--- config.mk ---
export PLATFORM = sky130hd
export DESIGN_NAME = sorted_priority_queue_top
export DESIGN_NICKNAME = d
export VERILOG_FILES = /design/src/design/spq_pkg.sv /design/src/design/sorted_priority_queue_top.sv /design/src/design/spq_dpath.sv /design/src/design/spq_ctrl.sv
export SDC_FILE = /design/constraint.sdc
export NUM_CORES = 2
export LEC_CHECK = 0
export BUFFER_PORTS_ARGS = -buffer_cell sky130_fd_sc_hd__buf_4
export CAP_MARGIN = 15
export CORE_UTILIZATION = 60
export DETAILED_ROUTE_END_ITERATION = 6
export GPL_TIMING_DRIVEN = 0
export PLACE_DENSITY_LB_ADDON = 0.2
export SLEW_MARGIN = 10
export SYNTH_ARGS = -nofsm -noshare
export SYNTH_HDL_FRONTEND = slang
export SYNTH_SLANG_ARGS = --single-unit
export TNS_END_PERCENT = 20
--- constraint.sdc ---
create_clock -name clk -period 17.5 [get_ports clk]
set_clock_uncertainty 0.05 [all_clocks]
set_input_delay 2.625 -clock clk [delete_from_list [all_inputs] [get_ports clk]]
set_output_delay 2.625 -clock clk [all_outputs]
set_load 0.005 [all_outputs]
--- src/design/spq_pkg.sv ---
`default_nettype none
// ----------------------------------------------------------------------------
// Sorted priority queue package
// Shared constants, entry type and the controller/datapath interface structs.
// ----------------------------------------------------------------------------
package spq_pkg;

  localparam int CAPACITY = 64;
  localparam int FIELD_W  = 10;
  localparam int ADDR_W   = $clog2(CAPACITY);
  localparam int FILL_W   = $clog2(CAPACITY + 1);

  // command codes
  localparam logic [1:0] CMD_INSERT = 2'd0;
  localparam logic [1:0] CMD_POP    = 2'd1;
  localparam logic [1:0] CMD_CLEAR  = 2'd2;

  // result status codes
  localparam logic [1:0] ST_OK    = 2'd0;
  localparam logic [1:0] ST_EMPTY = 2'd1;
  localparam logic [1:0] ST_FULL  = 2'd2;

  typedef struct packed {
    logic [FIELD_W-1:0] id;
    logic [FIELD_W-1:0] key;
    logic [FIELD_W-1:0] aux;
  } spq_entry_t;

  // commands from controller to datapath
  typedef struct packed {
    logic       latch;
    logic       res_init;
    logic [1:0] res_status;
    logic       scan_start;
    logic       scan_shift;
    logic       scan_stop;
    logic       pos_zero;
    logic       place;
    logic       pop_read;
    logic       pop_take;
    logic       clear;
    logic       emit;
  } spq_ctrl_t;

  // status from datapath to controller
  typedef struct packed {
    logic [1:0] cmd;
    logic       empty;
    logic       full;
    logic       shift;
    logic       last;
    logic       out_free;
  } spq_stat_t;

endpackage
`default_nettype wire

--- src/design/sorted_priority_queue_top.sv ---
`default_nettype none
// Flow: clear, pop on empty, full insert and unknown codes go from decode
// straight to the result hand-off; a pop first reads the head slot; an insert
// scans back over the stored entries (at most CAPACITY - 1) and then places.
// Throughput: one item at a time; the next item is taken once the result is in
// the output register. The scan rate is set by the slot memory: one read, one write a cycle.
// Reset (rst, synchronous): queue empty, no result pending; slots keep garbage.
// ----------------------------------------------------------------------------
// Sorted priority queue top level
// Bounded queue kept in descending key order, with insert, pop and clear.
// ----------------------------------------------------------------------------
module sorted_priority_queue_top (
  input  wire logic                        clk,
  input  wire logic                        rst,
  input  wire logic                        in_valid,
  output logic                             in_ready,
  input  wire logic [1:0]                  command,
  input  wire logic [spq_pkg::FIELD_W-1:0] entry_id,
  input  wire logic [spq_pkg::FIELD_W-1:0] entry_key,
  input  wire logic [spq_pkg::FIELD_W-1:0] entry_aux,
  output logic                             out_valid,
  input  wire logic                        out_ready,
  output logic [1:0]                       status,
  output logic [spq_pkg::FIELD_W-1:0]      head_id,
  output logic [spq_pkg::FIELD_W-1:0]      head_key,
  output logic [spq_pkg::FIELD_W-1:0]      head_aux,
  output logic [spq_pkg::FILL_W-1:0]       fill_level
);
  import spq_pkg::*;

  // The slots form a ring: the head pointer advances on pop, so popping never
  // moves data. An insert walks backwards from the tail, one slot a cycle,
  // moving each entry one place down while its key does not beat the new key
  // (for the head itself the new key must be strictly greater), then drops the
  // new entry into the gap left behind.
  spq_ctrl_t ctl;
  spq_stat_t stat;

  spq_ctrl u_ctrl (
    .clk      (clk),
    .rst      (rst),
    .in_valid (in_valid),
    .in_ready (in_ready),
    .stat     (stat),
    .ctl      (ctl)
  );

  // Hold the result in the output register until taken; the controller waits
  // in its hand-off state only if the previous result is still there.
  spq_dpath u_dpath (
    .clk        (clk),
    .rst        (rst),
    .ctl        (ctl),
    .stat       (stat),
    .command    (command),
    .entry_id   (entry_id),
    .entry_key  (entry_key),
    .entry_aux  (entry_aux),
    .out_ready  (out_ready),
    .out_valid  (out_valid),
    .status     (status),
    .head_id    (head_id),
    .head_key   (head_key),
    .head_aux   (head_aux),
    .fill_level (fill_level)
  );

  // The fill level never exceeds the capacity.
  a_fill_bound: assert property (@(posedge clk) disable iff (rst)
    out_valid |-> (fill_level <= FILL_W'(CAPACITY)))
    else $error("fill level above capacity");

  // A dropped insert is reported only on a full queue.
  a_full_drop: assert property (@(posedge clk) disable iff (rst)
    (out_valid && status == ST_FULL) |-> (fill_level == FILL_W'(CAPACITY)))
    else $error("insert dropped on a queue that is not full");

  // A pop on an empty queue leaves it empty and returns zero fields.
  a_empty_pop: assert property (@(posedge clk) disable iff (rst)
    (out_valid && status == ST_EMPTY) |->
      (fill_level == '0 && head_id == '0 && head_key == '0 && head_aux == '0))
    else $error("empty pop returned data");

  // One item at a time: acceptance closes the input side.
  a_one_item: assert property (@(posedge clk) disable iff (rst)
    (in_valid && in_ready) |=> !in_ready)
    else $error("second item taken while one is in progress");

endmodule
`default_nettype wire

--- src/design/spq_dpath.sv ---
`default_nettype none
// ----------------------------------------------------------------------------
// Sorted priority queue datapath
// Circular slot memory, scan/shift registers, result and output registers.
// ----------------------------------------------------------------------------
module spq_dpath (
  input  wire logic                       clk,
  input  wire logic                       rst,
  input  wire spq_pkg::spq_ctrl_t         ctl,
  output spq_pkg::spq_stat_t              stat,
  input  wire logic [1:0]                 command,
  input  wire logic [spq_pkg::FIELD_W-1:0] entry_id,
  input  wire logic [spq_pkg::FIELD_W-1:0] entry_key,
  input  wire logic [spq_pkg::FIELD_W-1:0] entry_aux,
  input  wire logic                       out_ready,
  output logic                            out_valid,
  output logic [1:0]                      status,
  output logic [spq_pkg::FIELD_W-1:0]     head_id,
  output logic [spq_pkg::FIELD_W-1:0]     head_key,
  output logic [spq_pkg::FIELD_W-1:0]     head_aux,
  output logic [spq_pkg::FILL_W-1:0]      fill_level
);
  import spq_pkg::*;

  // physical slot for a logical offset from the head, wrapping at CAPACITY
  function automatic logic [ADDR_W-1:0] phys(input logic [ADDR_W-1:0] base,
                                             input logic [ADDR_W-1:0] ofs);
    logic [ADDR_W:0] s;
    s = {1'b0, base} + {1'b0, ofs};
    if (s >= (ADDR_W+1)'(CAPACITY)) s = s - (ADDR_W+1)'(CAPACITY);
    return s[ADDR_W-1:0];
  endfunction

  spq_entry_t          slots [CAPACITY];
  spq_entry_t          rd_data;
  spq_entry_t          new_entry;
  spq_entry_t          res_entry;
  logic [1:0]          cmd_code;
  logic [1:0]          res_status;
  logic [FILL_W-1:0]   occ;
  logic [FILL_W-1:0]   occ_m1;
  logic [ADDR_W-1:0]   head;
  logic [ADDR_W-1:0]   scan_idx;
  logic [ADDR_W-1:0]   pos;
  logic                mem_we;
  logic                mem_re;
  logic [ADDR_W-1:0]   waddr;
  logic [ADDR_W-1:0]   raddr;
  spq_entry_t          wdata;

  assign occ_m1 = occ - FILL_W'(1);

  // memory port selection
  always_comb begin
    mem_re = ctl.scan_start | ctl.scan_shift | ctl.pop_read;
    mem_we = ctl.scan_shift | ctl.place;
    raddr  = head;
    if (ctl.scan_start) begin
      raddr = phys(head, occ_m1[ADDR_W-1:0]);
    end else if (ctl.scan_shift) begin
      raddr = phys(head, scan_idx - ADDR_W'(1));
    end
    if (ctl.scan_shift) begin
      waddr = phys(head, scan_idx + ADDR_W'(1));
      wdata = rd_data;
    end else begin
      waddr = phys(head, pos);
      wdata = new_entry;
    end
  end

  always_ff @(posedge clk) begin
    if (mem_we) slots[waddr] <= wdata;
    if (mem_re) rd_data <= slots[raddr];
  end

  // payload registers
  always_ff @(posedge clk) begin
    if (ctl.latch) begin
      cmd_code      <= command;
      new_entry.id  <= entry_id;
      new_entry.key <= entry_key;
      new_entry.aux <= entry_aux;
    end
    if (ctl.scan_start) scan_idx <= occ_m1[ADDR_W-1:0];
    if (ctl.scan_shift) begin
      scan_idx <= scan_idx - ADDR_W'(1);
      pos      <= scan_idx;
    end
    if (ctl.scan_stop) pos <= scan_idx + ADDR_W'(1);
    if (ctl.pos_zero) pos <= '0;
    if (ctl.res_init) begin
      res_status <= ctl.res_status;
      res_entry  <= '0;
    end
    if (ctl.pop_take) res_entry <= rd_data;
    if (ctl.emit) begin
      status     <= res_status;
      head_id    <= res_entry.id;
      head_key   <= res_entry.key;
      head_aux   <= res_entry.aux;
      fill_level <= occ;
    end
  end

  // queue control state
  always_ff @(posedge clk) begin
    if (rst) begin
      occ       <= '0;
      head      <= '0;
      out_valid <= 1'b0;
    end else begin
      if (ctl.clear) begin
        occ <= '0;
      end else if (ctl.place) begin
        occ <= occ + FILL_W'(1);
      end else if (ctl.pop_take) begin
        occ  <= occ_m1;
        head <= phys(head, ADDR_W'(1));
      end
      if (ctl.emit) begin
        out_valid <= 1'b1;
      end else if (out_ready) begin
        out_valid <= 1'b0;
      end
    end
  end

  // status back to the controller
  always_comb begin
    stat.cmd      = cmd_code;
    stat.empty    = (occ == '0);
    stat.full     = (occ == FILL_W'(CAPACITY));
    stat.last     = (scan_idx == '0);
    stat.shift    = stat.last ? (rd_data.key <  new_entry.key)
                              : (rd_data.key <= new_entry.key);
    stat.out_free = !out_valid || out_ready;
  end

endmodule
`default_nettype wire

--- src/design/spq_ctrl.sv ---
`default_nettype none
// ----------------------------------------------------------------------------
// Sorted priority queue controller
// Sequences decode, backward scan/shift, placement, pop and result hand-off.
// ----------------------------------------------------------------------------
module spq_ctrl (
  input  wire logic               clk,
  input  wire logic               rst,
  input  wire logic               in_valid,
  output logic                    in_ready,
  input  wire spq_pkg::spq_stat_t stat,
  output spq_pkg::spq_ctrl_t      ctl
);
  import spq_pkg::*;

  localparam logic [2:0] S_IDLE   = 3'd0;
  localparam logic [2:0] S_DECODE = 3'd1;
  localparam logic [2:0] S_SCAN   = 3'd2;
  localparam logic [2:0] S_PLACE  = 3'd3;
  localparam logic [2:0] S_POP    = 3'd4;
  localparam logic [2:0] S_EMIT   = 3'd5;

  logic [2:0] state;
  logic [2:0] state_next;

  always_ff @(posedge clk) begin
    if (rst) begin
      state <= S_IDLE;
    end else begin
      state <= state_next;
    end
  end

  assign in_ready = (state == S_IDLE);

  always_comb begin
    ctl            = '0;
    ctl.res_status = ST_OK;
    state_next     = state;
    case (state)
      S_IDLE: begin
        if (in_valid) begin
          ctl.latch  = 1'b1;
          state_next = S_DECODE;
        end
      end
      S_DECODE: begin
        ctl.res_init = 1'b1;
        state_next   = S_EMIT;
        case (stat.cmd)
          CMD_INSERT: begin
            if (stat.full) begin
              ctl.res_status = ST_FULL;
            end else if (stat.empty) begin
              ctl.pos_zero = 1'b1;
              state_next   = S_PLACE;
            end else begin
              ctl.scan_start = 1'b1;
              state_next     = S_SCAN;
            end
          end
          CMD_POP: begin
            if (stat.empty) begin
              ctl.res_status = ST_EMPTY;
            end else begin
              ctl.pop_read = 1'b1;
              state_next   = S_POP;
            end
          end
          CMD_CLEAR: begin
            ctl.clear = 1'b1;
          end
          default: begin
          end
        endcase
      end
      S_SCAN: begin
        if (stat.shift) begin
          ctl.scan_shift = 1'b1;
          if (stat.last) state_next = S_PLACE;
        end else begin
          ctl.scan_stop = 1'b1;
          state_next    = S_PLACE;
        end
      end
      S_PLACE: begin
        ctl.place  = 1'b1;
        state_next = S_EMIT;
      end
      S_POP: begin
        ctl.pop_take = 1'b1;
        state_next   = S_EMIT;
      end
      S_EMIT: begin
        if (stat.out_free) begin
          ctl.emit   = 1'b1;
          state_next = S_IDLE;
        end
      end
      default: begin
        state_next = S_IDLE;
      end
    endcase
  end

endmodule
`default_nettype wire

Word-level counts from Yosys, hierarchy flattened

Memory sizes are Yosys's and may differ from the RTL's. A register that Yosys moved wholly into a read port is not among the register bits.
Cells that the tools add are included.

$add $sub $neg: 14
Order comparisons: 7
Eq/ne operators: 11
Multiplexer cells: 55
Bitwise operators: 5
Reductions and logical operators: 15

Operator list:

| kind                                                               | count |
|---|---|
| 30-bit 2-to-1 mux                                                  | 3 |
| 6-bit 2-to-1 mux                                                   | 12 |
| 6-bit by 1-bit subtractor with 6-bit output, second input constant | 6 |
| 7-bit >= comparator, second input constant                         | 5 |
| 6-bit by 6-bit adder with 7-bit output                             | 4 |
| 1-bit 2-to-1 mux                                                   | 27 |
| 3-bit 2-to-1 mux                                                   | 5 |
| 3-bit case mux with 5 select lines                                 | 1 |
| 7-bit 2-to-1 mux                                                   | 2 |
| 10-bit less-or-equal comparator                                    | 1 |
| 10-bit less-than comparator                                        | 1 |
| 2-bit nonzero test                                                 | 5 |
| 6-bit by 1-bit adder with 7-bit output, second input constant      | 1 |
| 7-bit by 1-bit adder with 7-bit output, second input constant      | 1 |
| 7-bit == test, second input constant                               | 1 |
| 7-bit logical NOT                                                  | 1 |
| 7-bit by 1-bit subtractor with 7-bit output, second input constant | 1 |
| 6-bit by 1-bit adder with 6-bit output, second input constant      | 1 |
| 3-bit by 2-bit == test with 1-bit output, second input constant    | 2 |
| 3-bit == test, second input constant                               | 2 |
| 6-bit logical NOT                                                  | 1 |
| 3-bit case mux with 2 select lines                                 | 1 |
| 3-bit AND reduction                                                | 2 |
| 2-bit 2-to-1 mux                                                   | 2 |
| other kinds (14)                                                   | 19 |

Flip-flop bits (word level): 132
Bits in writable memories: 1920
Input bits: 36
Output and inout port bits: 41
Logic and storage cells: 127
Memories: 1

Memory list:

| name          | words | width | rd ports | clocked after memory_dff | write ports | line            | source |
|---|---|---|---|---|---|---|---|
| u_dpath.slots | 64    | 30    | 1        | 1                        | 1           | spq_dpath.sv:34 | `spq_entry_t slots [CAPACITY];` |

Logic depth before layout (Yosys ltp)

Depth after elaboration: 7
Depth in mapped cells: 21
Gate-level depth less buffers: 19

Cells and area by module

Synthesis repeated with hierarchy kept, for this count alone.

Cell total of the unflattened synthesis: 4517
Area, all modules: 81851.0 um^2

Modules (own cells, without submodules):

| module    | instances | cells an instance | area an instance (um^2) | sequential area each (um^2) |
|---|---|---|---|---|
| spq_dpath | 1         | 4478              | 81547.0                 | 62229.7 |
| spq_ctrl  | 1         | 39                | 304.0                   | 60.1 |

Least setup slack after synthesis

Ideal clock, no wire load.

Path kind: flip-flop to flip-flop
Start: reg u_dpath.scan_idx[0]
End: mem u_dpath.slots[24][0] (netlist bit), enable pin
Setup time: 417 ps
Data arrival time: 5087 ps
Data required time: 17033 ps
Path slack: 11946 ps
Stages on the path, launching flop included: 19
Buffers on the path: 2
Clock period less this slack: 5554 ps
Cell sequence: edfxtp_1 inv_1 ha_1 nor2b_1 a2111o_1 o21ai_2 nand2_1 clkbuf_1 clkbuf_1 o21ai_0 ha_1 a21oi_1 nand2_1 a21o_1 a21oi_1 xnor2_1 xor2_1 nand3_1 nor2_1

Word-level cells in the longest chain between the ends: 7
Elaborated cells between the ends (all ways): 13
Those cells by class: add/sub (3); order compare (1); mux (7); bitwise (1); reduce/logical (1)

RTL lines:

| item                                                                           | line            | source |
|---|---|---|
| start, declared                                                                | spq_dpath.sv:43 | `logic [ADDR_W-1:0] scan_idx;` |
| start signal, assigned                                                         | spq_dpath.sv:85 | `if (ctl.scan_start) scan_idx <= occ_m1[ADDR_W-1:0];` |
| start signal, assigned                                                         | spq_dpath.sv:87 | `scan_idx <= scan_idx - ADDR_W'(1);` |
| branches (longest 7 deep; another with 6-bit by 6-bit adder with 7-bit output) | n/a             |  |
| end, declared                                                                  | spq_dpath.sv:34 |  |

Several ways; the timed one is not identified.

Final worst setup path

Start: reg u_dpath.new_entry[15] (netlist bit)
End: mem u_dpath.slots[31][8] (netlist bit), enable pin

Word-level cells in the longest chain between the ends: 7
Elaborated cells between the ends (all ways): 9
Those cells by class: order compare (2); mux (6); bitwise (1)

RTL lines:

| item                                                                                  | line                               | source |
|---|---|---|
| start, declared                                                                       | spq_dpath.sv:36                    | `spq_entry_t new_entry;` |
| 10-bit less-or-equal comparator / 10-bit less-than comparator (equally long branches) | spq_dpath.sv:136, spq_dpath.sv:135 |  |
| 1-bit 2-to-1 mux *                                                                    | spq_dpath.sv:135                   | `stat.shift = stat.last ? (rd_data.key < new_entry.key)` |
| 1-bit 2-to-1 mux *                                                                    | spq_ctrl.sv:78                     | `if (stat.shift) begin` |
| 2-bit 2-to-1 mux *                                                                    | spq_ctrl.sv:40                     | `case (state)` |
| 1-bit bitwise OR                                                                      | spq_dpath.sv:56                    | `mem_we = ctl.scan_shift \| ctl.place;` |
| 1-bit 2-to-1 mux                                                                      | spq_dpath.sv:73                    | `if (mem_we) slots[waddr] <= wdata;` |
| 1-bit 2-to-1 mux (not written as such)                                                | spq_dpath.sv:73                    |  |

Every way passes the cells marked *; elsewhere a longest branch is shown, timed or not.

==> impl_metrics.yaml <==
detailed_routing:
  ant_nets: 0
  drt_iter0_drc: 5443
  drc: 2
  vias_per_cell: 6.19
  drt-total-wl_mm: 214
  wl_per_cell_um: 30.1
  vias: 44000
  firstDrtPassIters: 7
power:
  p_leak_uw: 0.0363
  irDropWorstVdd_uv: 113
  pwr_density_cell_nw_per_um2: 124
  power_uw: 12000
synthesis:
  synth_area_per_cell_um2: 18.0
  yosysUniqueCellTypes: 55
  synth-edff-count: 2059
  synth_area_um2: 84200
  ys.flop_type: "edfxtp_1"
  syn-num-nets: 4743
  ys_warn_count: 0
  synth.top_cell.area_share: 0.734
  seq_area_frac_synth: 0.740
  synth.largest_area_cell: "edfxtp_1"
  ys_ff_latch: 2082
  synthTopCellsByCount: "edfxtp_1, mux2i_1, buf_2"
  syn_inst: 4671
  synth.area.top_cells: "edfxtp_1, mux2i_1, buf_2"
  async_reset_ff_frac: 0
  yosysMostFrequentCell: "edfxtp_1"
timing:
  fin_crit_sh: 0.409
  setup_tns_ps: 0
  tightest_slew_ps: 1160
  slew_viol_final: 0
  hold_viol: 0
  setup_viol: 0
  rsz0062_at_grt: "false"
  relSlewSlack: 0.227
  fin_crit_ps: 7150
  max_freq_mhz: 140
  hold_ws_ps: 368
worst_setup_path:
  slowest_stage: "nor2_4"
  startpoint_type: "flip-flop"
  critical_path_class: "reg -> reg"
  cp_max_fo: 16
  slowest_delay_ps: 820
  critPathTopFamily: "simple AND/OR/NAND/NOR gates"
  end_kind: "flip-flop"
  crit_chain: "inv_1 -> ha_1 -> nand4_1 -> o21bai_1 -> a31oi_1 -> o21ai_2 -> nand2_1 -> clkbuf_1 -> clkbuf_1 -> o21ai_0 -> ha_1 -> a21oi_1 -> nand2_1 -> a21o_1 -> a21oi_1 -> xnor2_1 -> xor2_1 -> nand3_1 -> nor2_4 -> buf_16"
  critPathArrivalTime_ps: 7630
  required_ps: 17980
  critPathBufInv: 4
clock_network:
  cts_tree: "built"
  cts_buffers: 201
  ctsRootBufferMaster: "clkbuf_16"
  cts_setup_buffers: 0
  htree_num_levels: 4
  clkLatencyLatePin_ps: 840
  ctsHoldBuffers: 0
  cts.reportedPaths.clkPinSlew_ps: 70
  clock_sinks: 2082
  postCtsResizedCells: 0
  cts_buffer_depth: 3
grt:
  use_met3: 0.0799
  met1_usage: 0.429
  grt-busiest-layer: "met2"
  grt.overflow.total: 0
  grt_antenna_before_repair: 17
  grt_max_degree: 65
  use_met2: 0.450
  first_global_vias: 42400
  grt_pass1_wl_mm: 300
  grtUsageTotal: 0.303
cells_and_area:
  nNetsFinal: 5126
  area_delta_synth_final_pct: 14.8
  n_fill_cell: 8753
  drive_gt1_frac: 0.142
  final_cells: 7110
placed_design:
  place.detailed.hpwl_mm: 143
  dp_cells: 6727
  io_buffers: 76
  globalplace.congestion: 0.968
die:
  fp.dieH_um: 377
  die_area_um2: 142000
  rows: 137
  coreArea_um2: 139000
  dieWidth_um: 377
  start_util: 0.604
  io-pin-count: 77
outcome:
  failed_checks: "design-rule violations"
  status: "finished with violations"
flow_run:
  cap_violations: 0
min_path:
  hp-class: "reg -> reg"
kinds of logic (layout without fill, tap and decap cells):
| group | Yosys count | after routing | share of synthesized area |
|---|---|---|---|
| flops | 2082 | 2082 | 0.740 |
| mux | 1683 | 1683 | 0.200 |
| simple gates | 342 | 342 | 0.0188 |
| buf+inv | 271 | 829 | 0.0151 |
| compound gates | 216 | 216 | 0.0161 |
| xor+xnor | 41 | 41 | 0.00427 |
| fa+ha+maj | 36 | 36 | 0.00562 |
| other cells | 0 | 5 | 0 |
cell usage in the layout (no fill, tap or decap), drive strengths merged, types with 6 or more instances in the layout:
cell type / instances
edfxtp: 2059
mux2i: 1681
buf: 359
clkbuf: 316
o22ai: 122
nand2: 119
nor2: 110
clkinv: 99
inv: 38
ha: 33
a21oi: 32
or4: 31
and3: 30
dfxtp: 23
o21ai: 23
xnor2: 21
xor2: 20
nand3: 17
bufinv: 12
a21o: 8
nor3: 8
a211oi: 7
nor2b: 6
report_power, final:
group / leakage, uW / switching, uW / internal (uW) / total (uW)
Combinational: 0.0145 / 1390 / 696 / 2090
Sequential: 0.0187 / 44.7 / 5720 / 5770
Clock: 0.00309 / 1830 / 2330 / 4160
Total: 0.0363 / 3270 / 8750 / 12000
flip-flops by register name, indices dropped and copies added, names as in the netlist:
| signal | flops |
|---|---|
| u_dpath.rd_data | 30 |
| u_dpath.fill_level | 7 |
| u_dpath.cmd_code | 2 |
| u_dpath.new_entry | 30 |
| u_dpath.head_id | 10 |
| u_dpath.pos | 6 |
| u_dpath.res_entry | 30 |
| u_dpath.res_status | 2 |
| u_dpath.scan_idx | 6 |
| u_ctrl.state | 3 |
| u_dpath.occ | 7 |
| u_dpath.slots | 1920 |
| u_dpath.head | 6 |
| u_dpath.status | 2 |
| u_dpath.head_aux | 10 |
| u_dpath.out_valid | 1 |
| u_dpath.head_key | 10 |
worst paths after layout:
kind              depth (start not counted)             startpoint  slack [ps]                   end
setup reg to reg                         20  u_dpath.new_entry[15]       10350  u_dpath.slots[31][8]
hold / removal                            0  u_dpath.res_entry[23]         370    u_dpath.head_id[3]
setup / recovery                         20  u_dpath.new_entry[15]       10350  u_dpath.slots[31][8]
hold reg to reg                           0  u_dpath.res_entry[23]         370    u_dpath.head_id[3]
through the flow:
step | worst slack (ps) | utilization | instance area (um^2)
floorplan | 11950 | - | 84200
global placement | 6560 | 0.625 | 87100
detailed placement | 10610 | 0.648 | 90300
CTS | 10540 | 0.694 | 96600
global route | 10090 | 0.694 | 96600
finish | 10350 | 0.694 | 96700
metal layers:
| layer | vias to the layer above | routed length (um) |
|---|---|---|
| li1 | 19200 | - |
| met3 | 334 | 23800 |
| met5 | - | 13 |
| met2 | 2154 | 96400 |
| met4 | 2 | 8820 |
| met1 | 22400 | 85300 |
final cells by class:
type | count | area (um^2) | share of cell area
Clock buffer | 254 | 5310 | 0.0550
Clock inverter | 124 | 1010 | 0.0105
Tap cell | 1876 | 2350 | 0.0243
Antenna cell | 5 | 12.5 | 0.000129
Timing Repair Buffer | 180 | 3000 | 0.0310
Inverter | 30 | 113 | 0.00116
Multi-Input combinational cell | 2318 | 21400 | 0.222
Sequential cell | 2082 | 62300 | 0.644
Buffer | 241 | 1160 | 0.0120
Power figures use the tool's default switching activity.
